`config.mk`:
```
export PLATFORM = sky130hd
export DESIGN_NAME = indexed_linked_list_engine
export DESIGN_NICKNAME = d
export VERILOG_FILES = /design/src/sv/ill_pkg.sv /design/src/sv/indexed_linked_list_engine.sv
export VERILOG_INCLUDE_DIRS = /design/src /design/src/sv
export SDC_FILE = /design/constraint.sdc
export NUM_CORES = 2
export LEC_CHECK = 0
export BUFFER_PORTS_ARGS = -buffer_cell sky130_fd_sc_hd__buf_2
export CAP_MARGIN = 10
export CORE_ASPECT_RATIO = 0.8
export CORE_UTILIZATION = 35
export DETAILED_ROUTE_END_ITERATION = 12
export PLACE_DENSITY_LB_ADDON = 0.25
export SETUP_SLACK_MARGIN = 0.2
export SYNTH_ARGS = -nofsm -noshare
export SYNTH_HDL_FRONTEND = slang
export SYNTH_SLANG_ARGS = --single-unit
export TNS_END_PERCENT = 100
```
`constraint.sdc`:
```
create_clock -name clock -period 3.5 [get_ports clock]
set_input_delay 0.175 -clock clock [delete_from_list [all_inputs] [get_ports clock]]
set_output_delay 0.175 -clock clock [all_outputs]
set_load 0.05 [all_outputs]
```
`src/sv/indexed_linked_list_engine_macros.svh`:
```
// ----------------------------------------------------------------------------
// Linked list engine assertion macros
// Shared assertion forms for the linked list engine.
// ----------------------------------------------------------------------------
`ifndef INDEXED_LINKED_LIST_ENGINE_MACROS_SVH
`define INDEXED_LINKED_LIST_ENGINE_MACROS_SVH

// Asserts that a property holds on every clock edge outside reset.
`define ILL_ASSERT(label, clk, rst, prop, msg) \
   label: assert property (@(posedge clk) disable iff (rst) (prop)) else $error(msg);

// Asserts a property that holds on every clock edge, reset included.
`define ILL_ASSERT_ALWAYS(label, clk, prop, msg) \
   label: assert property (@(posedge clk) (prop)) else $error(msg);

`endif

```
`src/sv/ill_pkg.sv`:
```
// ----------------------------------------------------------------------------
// Linked list engine package
// Types and constants of the linked list engine.
// ----------------------------------------------------------------------------
package ill_pkg;

   localparam int CAPACITY   = 64;
   localparam int SLOT_W     = $clog2(CAPACITY);
   localparam int PTR_W      = SLOT_W + 1;
   localparam int WORD_WIDTH = 32;
   localparam int IO_WIDTH   = 32;
   localparam int FUNC_W     = 3;
   localparam int POS_W      = 7;
   localparam int LEN_W      = 7;
   localparam int STATUS_W   = 2;

   localparam logic [PTR_W-1:0] NIL_PTR = PTR_W'(CAPACITY);

   typedef enum logic [FUNC_W-1:0] {
      FN_APPEND       = 3'd0,
      FN_PREPEND      = 3'd1,
      FN_INSERT_AT    = 3'd2,
      FN_READ_AT      = 3'd3,
      FN_OVERWRITE_AT = 3'd4,
      FN_REMOVE_AT    = 3'd5,
      FN_REMOVE_LAST  = 3'd6,
      FN_REMOVE_FIRST = 3'd7
   } func_type;

   typedef enum logic [STATUS_W-1:0] {
      ST_OK    = 2'd0,
      ST_FULL  = 2'd1,
      ST_EMPTY = 2'd2,
      ST_RANGE = 2'd3
   } status_type;

   typedef enum logic [3:0] {
      S_INIT,
      S_IDLE,
      S_WALK,
      S_WAIT,
      S_STEP,
      S_POP,
      S_POP_WAIT,
      S_LINK,
      S_VREAD,
      S_VWAIT,
      S_UNLINK,
      S_DONE
   } state_type;

endpackage

```
`src/sv/indexed_linked_list_engine.sv`:
```
// ----------------------------------------------------------------------------
// Indexed linked list engine
// A bounded singly linked list of signed words held in slot memories.
// ----------------------------------------------------------------------------
// A command is taken when start is high and busy is low; busy stays high
// until the single result word is shown on the rsp_ ports for one cycle with
// done high, and the receiver must take it then. Indexed, append and
// remove-last commands walk the next-pointer memory one link at a time,
// each link taking an address, a registered read and a step. After reset
// the free-slot stack is filled by a pass over all 64 slots during which
// busy is high.
`include "indexed_linked_list_engine_macros.svh"

module indexed_linked_list_engine
   import ill_pkg::*;
(
   input  logic                       clock,
   input  logic                       reset,
   input  logic                       start,
   output logic                       busy,
   output logic                       done,
   input  logic [FUNC_W-1:0]          req_func,
   input  logic [POS_W-1:0]           req_position,
   input  logic signed [IO_WIDTH-1:0] req_data_word,
   output logic signed [IO_WIDTH-1:0] rsp_read_word,
   output logic [STATUS_W-1:0]        rsp_status,
   output logic [LEN_W-1:0]           rsp_length
);

   logic [WORD_WIDTH-1:0] value_mem [CAPACITY];
   logic [PTR_W-1:0]      link_mem  [CAPACITY];
   logic [SLOT_W-1:0]     free_mem  [CAPACITY];

   state_type             state_ff, state_in;
   logic [PTR_W-1:0]      head_ff, head_in;
   logic [PTR_W-1:0]      ftop_ff, ftop_in;
   logic [LEN_W-1:0]      count_ff, count_in;
   func_type              func_ff, func_in;
   logic [LEN_W-1:0]      target_ff, target_in;
   logic [LEN_W-1:0]      steps_ff, steps_in;
   logic [WORD_WIDTH-1:0] data_ff, data_in;
   logic [PTR_W-1:0]      cur_ff, cur_in;
   logic [SLOT_W-1:0]     slot_ff, slot_in;
   logic [STATUS_W-1:0]   status_ff, status_in;
   logic [IO_WIDTH-1:0]   rword_ff, rword_in;
   logic                  done_ff, done_in;

   logic [PTR_W-1:0]      link_rd_ff;
   logic [WORD_WIDTH-1:0] value_rd_ff;
   logic [SLOT_W-1:0]     free_rd_ff;
   logic                  link_we, value_we, free_we;
   logic [SLOT_W-1:0]     link_wa, value_wa, free_wa, link_ra, value_ra, free_ra;
   logic [PTR_W-1:0]      link_wd;
   logic [SLOT_W-1:0]     free_wd;

   logic                  is_insert, is_access;
   logic [LEN_W-1:0]      req_pos_len;

   always_ff @(posedge clock) begin
      if (link_we) begin
         link_mem[link_wa] <= link_wd;
      end
      if (value_we) begin
         value_mem[value_wa] <= data_ff;
      end
      if (free_we) begin
         free_mem[free_wa] <= free_wd;
      end
      link_rd_ff  <= link_mem[link_ra];
      value_rd_ff <= value_mem[value_ra];
      free_rd_ff  <= free_mem[free_ra];
   end

   always_ff @(posedge clock) begin
      if (reset) begin
         state_ff <= S_INIT;
         head_ff  <= NIL_PTR;
         ftop_ff  <= '0;
         count_ff <= '0;
         done_ff  <= 1'b0;
      end else begin
         state_ff <= state_in;
         head_ff  <= head_in;
         ftop_ff  <= ftop_in;
         count_ff <= count_in;
         done_ff  <= done_in;
      end
      func_ff   <= func_in;
      target_ff <= target_in;
      steps_ff  <= steps_in;
      data_ff   <= data_in;
      cur_ff    <= cur_in;
      slot_ff   <= slot_in;
      status_ff <= status_in;
      rword_ff  <= rword_in;
   end

   assign req_pos_len = req_position;
   assign is_insert = (func_ff == FN_APPEND) || (func_ff == FN_PREPEND) ||
                      (func_ff == FN_INSERT_AT);
   assign is_access = (func_ff == FN_READ_AT) || (func_ff == FN_OVERWRITE_AT);

   always_comb begin
      state_in  = state_ff;
      head_in   = head_ff;
      ftop_in   = ftop_ff;
      count_in  = count_ff;
      func_in   = func_ff;
      target_in = target_ff;
      steps_in  = steps_ff;
      data_in   = data_ff;
      cur_in    = cur_ff;
      slot_in   = slot_ff;
      status_in = status_ff;
      rword_in  = rword_ff;
      done_in   = 1'b0;
      link_we   = 1'b0;
      value_we  = 1'b0;
      free_we   = 1'b0;
      link_wa   = cur_ff[SLOT_W-1:0];
      link_wd   = head_ff;
      value_wa  = slot_ff;
      free_wa   = ftop_ff[SLOT_W-1:0];
      free_wd   = slot_ff;
      link_ra   = cur_ff[SLOT_W-1:0];
      value_ra  = cur_ff[SLOT_W-1:0];
      free_ra   = SLOT_W'(ftop_ff - PTR_W'(1));
      case (state_ff)
         S_INIT: begin
            free_we = 1'b1;
            free_wd = ftop_ff[SLOT_W-1:0];
            ftop_in = ftop_ff + PTR_W'(1);
            if (ftop_ff == NIL_PTR - PTR_W'(1)) begin
               state_in = S_IDLE;
            end
         end
         S_IDLE: begin
            if (start) begin
               func_in   = func_type'(req_func);
               data_in   = WORD_WIDTH'(req_data_word);
               rword_in  = '0;
               status_in = ST_OK;
               cur_in    = head_ff;
               steps_in  = '0;
               state_in  = S_DONE;
               case (func_type'(req_func))
                  FN_APPEND, FN_PREPEND, FN_INSERT_AT: begin
                     target_in = (req_func == FN_APPEND) ? count_ff :
                                 (req_func == FN_PREPEND) ? '0 : req_pos_len;
                     if (count_ff == LEN_W'(CAPACITY)) begin
                        status_in = ST_FULL;
                     end else if (req_func == FN_INSERT_AT && req_pos_len > count_ff) begin
                        status_in = ST_RANGE;
                     end else begin
                        state_in = S_POP;
                     end
                  end
                  FN_READ_AT, FN_OVERWRITE_AT, FN_REMOVE_AT: begin
                     target_in = req_pos_len;
                     if (count_ff == '0) begin
                        status_in = ST_EMPTY;
                     end else if (req_pos_len >= count_ff) begin
                        status_in = ST_RANGE;
                     end else begin
                        state_in = S_WALK;
                     end
                  end
                  default: begin
                     target_in = (req_func == FN_REMOVE_LAST) ?
                                 count_ff - LEN_W'(1) : '0;
                     if (count_ff == '0) begin
                        status_in = ST_EMPTY;
                     end else begin
                        state_in = S_WALK;
                     end
                  end
               endcase
            end
         end
         S_POP: begin
            state_in = S_POP_WAIT;
         end
         S_POP_WAIT: begin
            slot_in  = free_rd_ff;
            ftop_in  = ftop_ff - PTR_W'(1);
            state_in = S_WALK;
         end
         S_WALK: begin
            // Inserts and removes stop one node short of the target.
            if (is_access) begin
               state_in = (steps_ff == target_ff) ? S_VREAD : S_WAIT;
            end else if (target_ff == '0) begin
               state_in = is_insert ? S_LINK : S_UNLINK;
            end else begin
               state_in = (steps_ff == target_ff - LEN_W'(1)) ?
                          (is_insert ? S_LINK : S_UNLINK) : S_WAIT;
            end
         end
         S_WAIT: begin
            state_in = S_STEP;
         end
         S_STEP: begin
            cur_in   = link_rd_ff;
            steps_in = steps_ff + LEN_W'(1);
            state_in = S_WALK;
         end
         S_LINK: begin
            value_we = 1'b1;
            state_in = S_VWAIT;
            if (target_ff == '0) begin
               link_we  = 1'b1;
               link_wa  = slot_ff;
               link_wd  = head_ff;
               head_in  = PTR_W'(slot_ff);
               count_in = count_ff + LEN_W'(1);
               state_in = S_DONE;
            end
         end
         S_VWAIT: begin
            // Link memory data for the predecessor is ready now.
            link_we  = 1'b1;
            link_wa  = slot_ff;
            link_wd  = link_rd_ff;
            state_in = S_UNLINK;
         end
         S_UNLINK: begin
            if (is_insert) begin
               link_we  = 1'b1;
               link_wa  = cur_ff[SLOT_W-1:0];
               link_wd  = PTR_W'(slot_ff);
               count_in = count_ff + LEN_W'(1);
               state_in = S_DONE;
            end else if (target_ff == '0) begin
               // Removing the front: the victim is the head.
               state_in = S_VWAIT;
               if (steps_ff == '1) begin
                  head_in  = link_rd_ff;
                  free_we  = 1'b1;
                  free_wd  = cur_ff[SLOT_W-1:0];
                  ftop_in  = ftop_ff + PTR_W'(1);
                  count_in = count_ff - LEN_W'(1);
                  state_in = S_DONE;
               end else begin
                  steps_in = '1;
                  state_in = S_UNLINK;
               end
            end else begin
               state_in = S_POP;
               if (steps_ff == '1) begin
                  // The link read holds the victim's slot; read its next link.
                  slot_in  = link_rd_ff[SLOT_W-1:0];
                  link_ra  = link_rd_ff[SLOT_W-1:0];
                  steps_in = '0;
                  state_in = S_VREAD;
               end else begin
                  steps_in = '1;
                  state_in = S_UNLINK;
               end
            end
         end
         S_VREAD: begin
            if (is_access) begin
               state_in = S_VWAIT;
               if (func_ff == FN_OVERWRITE_AT) begin
                  value_we = 1'b1;
                  value_wa = cur_ff[SLOT_W-1:0];
                  state_in = S_DONE;
               end else begin
                  steps_in = '1;
                  state_in = S_STEP;
                  if (steps_ff == '1) begin
                     rword_in = IO_WIDTH'(signed'(value_rd_ff));
                     state_in = S_DONE;
                  end
               end
            end else begin
               link_ra = slot_ff;
               if (steps_ff == '1) begin
                  link_we  = 1'b1;
                  link_wa  = cur_ff[SLOT_W-1:0];
                  link_wd  = link_rd_ff;
                  free_we  = 1'b1;
                  free_wd  = slot_ff;
                  ftop_in  = ftop_ff + PTR_W'(1);
                  count_in = count_ff - LEN_W'(1);
                  state_in = S_DONE;
               end else begin
                  steps_in = '1;
               end
            end
         end
         S_DONE: begin
            done_in  = 1'b1;
            state_in = S_IDLE;
         end
         default: begin
            state_in = S_IDLE;
         end
      endcase
      // Read-value path passes through STEP when reading; fix up here.
      if (state_ff == S_STEP && func_ff == FN_READ_AT && steps_ff == '1 &&
          is_access) begin
         cur_in   = cur_ff;
         steps_in = '1;
         state_in = S_VREAD;
      end
   end

   assign busy          = (state_ff != S_IDLE);
   assign done          = done_ff;
   assign rsp_read_word = signed'(rword_ff);
   assign rsp_status    = status_ff;
   assign rsp_length    = count_ff;

   `ILL_ASSERT(a_done_pulse, clock, reset, done |=> !done, "done held over two cycles")
   `ILL_ASSERT(a_count_range, clock, reset, count_ff <= LEN_W'(CAPACITY), "count too large")
   `ILL_ASSERT(a_stack_tracks_count, clock, reset,
      (state_ff == S_IDLE) |-> (PTR_W'(count_ff) + ftop_ff == NIL_PTR),
      "free stack and count disagree")
   `ILL_ASSERT(a_empty_head, clock, reset,
      (state_ff == S_IDLE && count_ff == '0) |-> (head_ff == NIL_PTR),
      "empty list with a head")

endmodule

```
==> impl_metrics.yaml <==
outcome:
  status: "finished clean"
pwr:
  peakVddDrop_uv: 379
  p_total_mw: 71.9
  power.density_nw_per_um2: 519
  leakage_nw: 43.2
timing:
  worst_slew_pin_slew_ps: 1170
  period_share_pct: 96.1
  hold_viol: 0
  fmax_mhz: 297
  fin_worst_skew_ps: 61.5
  fin_crit_ps: 3360
  slew_headroom_pct: 21.9
  setup_slack_ps: 135
  hold_slack_ps: 66.7
  finalSetupViolations: 0
  slew_violations: 0
  rsz0062_at_grt: "true"
routing:
  vias: 58400
  wl_um: 316000
  antenna_left: 0
  via_per_inst: 5.48
  remaining_drc_errors: 0
  drtIter0Drc: 6645
  wl_per_cell_um: 29.6
  first_pass_iters: 8
synthesis:
  netlist_top_cells_area: "edfxtp_1 (75%), mux4_2 (16%), dfxtp_1 (1.3%), nor2_1 (0.85%), a211oi_1 (0.69%)"
  avgSynthCellArea_um2: 21.6
  netlist.area_leader.share_pct: 75.2
  synth_most_common_cell: "edfxtp_1"
  ys_seq_area_share_pct: 76.5
  syn_area_um2: 116000
  yosys.area.top_type: "edfxtp_1"
  ys_async_sr_fraction_pct: 0
  synth_top_cells_by_count: "edfxtp_1 (2904), mux4_2 (817), nor2_1 (264), nand2_1 (197), clkbuf_1 (187)"
  synth_ff_type: "edfxtp_1"
  ys_warn_count: 0
  synth_cells: 5374
  synth.net_count: 5434
  synth_edf_count: 2904
  synthDistinctLibCells: 79
  ys_seq_elements: 2980
grt:
  antenna_found_initial: 8
  grt_usage_pct: 18.6
  grt_pass1_wl_um: 445000
  grt_overflow: 0
  grt_max_degree: 85
  grt_pass1_vias: 58800
die:
  rows: 188
  core-area_um2: 329000
  io_pins: 88
  die_w_um: 646
  start_util_pct: 35.3
  die_y_um: 517
  dieArea_um2: 334000
setup_path:
  crit_required_ps: 4230
  critPathLaunchType: "register"
  path_max_fanout: 8
  startpoint: "target_ff[0]$_DFFE_PP_"
  worstSetupEndpointType: "register"
  r2r-start: "target_ff[0]$_DFFE_PP_"
  cp.arrival_ps: 4100
  crit_type: "register to register"
cts:
  clock_sinks: 2980
  cts-root-buf: "clkbuf_16"
  clk-insertion-delay-late_ps: 890
  cts_tree: "built"
  cts-buffers-inserted: 302
  clock_path_buffers: 4
  path_clk_slew_ps: 70
  cts.htree.levels: 5
cells_and_area:
  nFillCells: 28300
  nets: 6090
  final_layout_size_suffix_gt1_share_pct: 34.6
  final-seq-area_um2: 88700
  multi_input_area_um2: 27500
  stdcell_area_um2: 139000
  area_delta_synth_final_pct: 19.5
min_path:
  min-delay-start: "req_data_word[27]"
  hold_path_class: "input pin to register"
placed_design:
  dpl_cell_area_um2: 126000
  place_congestion: 0.839
  portBuffers: 87
  dp_slack_ps: -64.2
  dp_hpwl_um: 182000
run:
  drv_cap: 0
==> metrics by stage <==
| stage | setup TNS [ps] | utilization (%) | instances |
|---|---|---|---|
| finish | 0 | 42.2 | 10600 |
| global route | 0 | 42.2 | 10600 |
| CTS | 0 | 41.8 | 10600 |
| detailed placement | -64.2 | 38.3 | 9948 |
| global placement | 0 | 38.3 | 9948 |
| floorplan | -374260 | - | 5374 |
==> path summary, 6_finish.rpt <==
kind | to | slack (ps) | depth (start not counted)
min reg2reg | rsp_read_word[26]$_SDFFCE_PN0P_ | 510 | 1
max | link_rd_ff[1]$_DFF_P_ | 140 | 14
min | data_ff[27]$_DFFE_PP_ | 70 | 2
max reg2reg | link_rd_ff[1]$_DFF_P_ | 140 | 14
==> metal layers <==
layer | track usage [%] | part of all wire (%) | wire length [um]
met1 | 27.4 | 45 | 141000
met2 | 28.0 | 45 | 142000
met3 | 3.82 | 7.3 | 23100
met4 | 5.37 | 2.8 | 8970
met5 | 0 | 0.0029 | 9
==> layout by cell type (no fill, tap or decap), types with 13 or more instances in the layout <==
| cell | n |
|---|---|
| inv_1 | 60 |
| nor4_1 | 13 |
| clkbuf_16 | 310 |
| clkinv_1 | 48 |
| a22oi_1 | 21 |
| mux4_2 | 817 |
| xor2_1 | 18 |
| dfxtp_1 | 74 |
| a21oi_1 | 43 |
| o211ai_1 | 24 |
| nor2_2 | 104 |
| a31oi_1 | 26 |
| nor2_4 | 68 |
| a2111oi_4 | 23 |
| a2111oi_2 | 15 |
| buf_2 | 87 |
| nor3_1 | 31 |
| nand3_1 | 24 |
| clkinvlp_4 | 20 |
| clkbuf_8 | 13 |
| nand2b_1 | 17 |
| clkinv_2 | 56 |
| bufinv_16 | 24 |
| a211oi_2 | 28 |
| mux2i_1 | 66 |
| buf_4 | 313 |
| nor2_1 | 93 |
| a211oi_1 | 77 |
| buf_12 | 142 |
| edfxtp_1 | 2904 |
| nand2_1 | 189 |
| o21ai_0 | 61 |
| clkbuf_1 | 59 |
| and2_1 | 49 |
| dlygate4sd3_1 | 75 |
==> kinds of logic (layout without fill, tap and decap cells) <==
family / after synthesis / count (layout) / share of synthesized area (%)
buf+inv: 368 / 1263 / 1.32
simple gates: 665 / 665 / 2.61
mux: 902 / 902 / 16.6
flops: 2980 / 2980 / 76.5
other cells: 0 / 6 / 0
xor+xnor: 32 / 32 / 0.242
compound gates: 412 / 413 / 2.58
fa+ha+maj: 15 / 15 / 0.162
==> where the power goes <==
group | switching, mW | internal [mW] | total, mW
clock network | 13.8 | 18.2 | 31.9
registers | 0.0395 | 38.7 | 38.7
logic | 0.682 | 0.579 | 1.26
==> registers in the layout (all words and copies together) (netlist names) <==
name,cells
head_ff,6
link_mem,384
ftop_ff,7
slot_ff,6
value_rd_ff,32
data_ff,32
state_ff,4
target_ff,7
rsp_length,7
cur_ff,6
rsp_status,2
steps_ff,7
func_ff,3
free_rd_ff,6
value_mem,2048
link_rd_ff,6
rsp_read_word,32
done,1
free_mem,384
==> critical path, stage by stage, from the launching register on <==
cell and delay [ps]:
edfxtp_1 380, inv_2 50, ha_2 180, nor2b_4 140
a21o_4 250, buf_4 140, o31ai_4 240, o211ai_1 150
clkbuf_16 210, buf_8 170, a2111oi_2 350, a211oi_2 140
nor4_1 320, o211ai_1 200, mux2_4 310
==> layout make-up <==
cell class,count,share of cell area (%)
Antenna cell,6,0.0108
Clock buffer,377,5.80
Multi-Input combinational cell,2027,19.9
Inverter,70,0.198
Timing Repair Buffer,649,5.07
Tap cell,4370,3.94
Sequential cell,2980,64.0
Clock inverter,167,1.13
==> repair_timing <==
| item | 4_1_cts | 5_1_grt |
|---|---|---|
| cloned | 10 | 3 |
| resized for setup | 122 | 205 |
| setup endpoints to repair | 6 | 922 |
| hold buffers | 75 | 0 |
| buffers inserted | 24 | 35 |
| pin swaps | 37 | 46 |
| endpoints found under the hold margin | 67 | 0 |
Note: power is estimated with default switching activity, not from simulation.
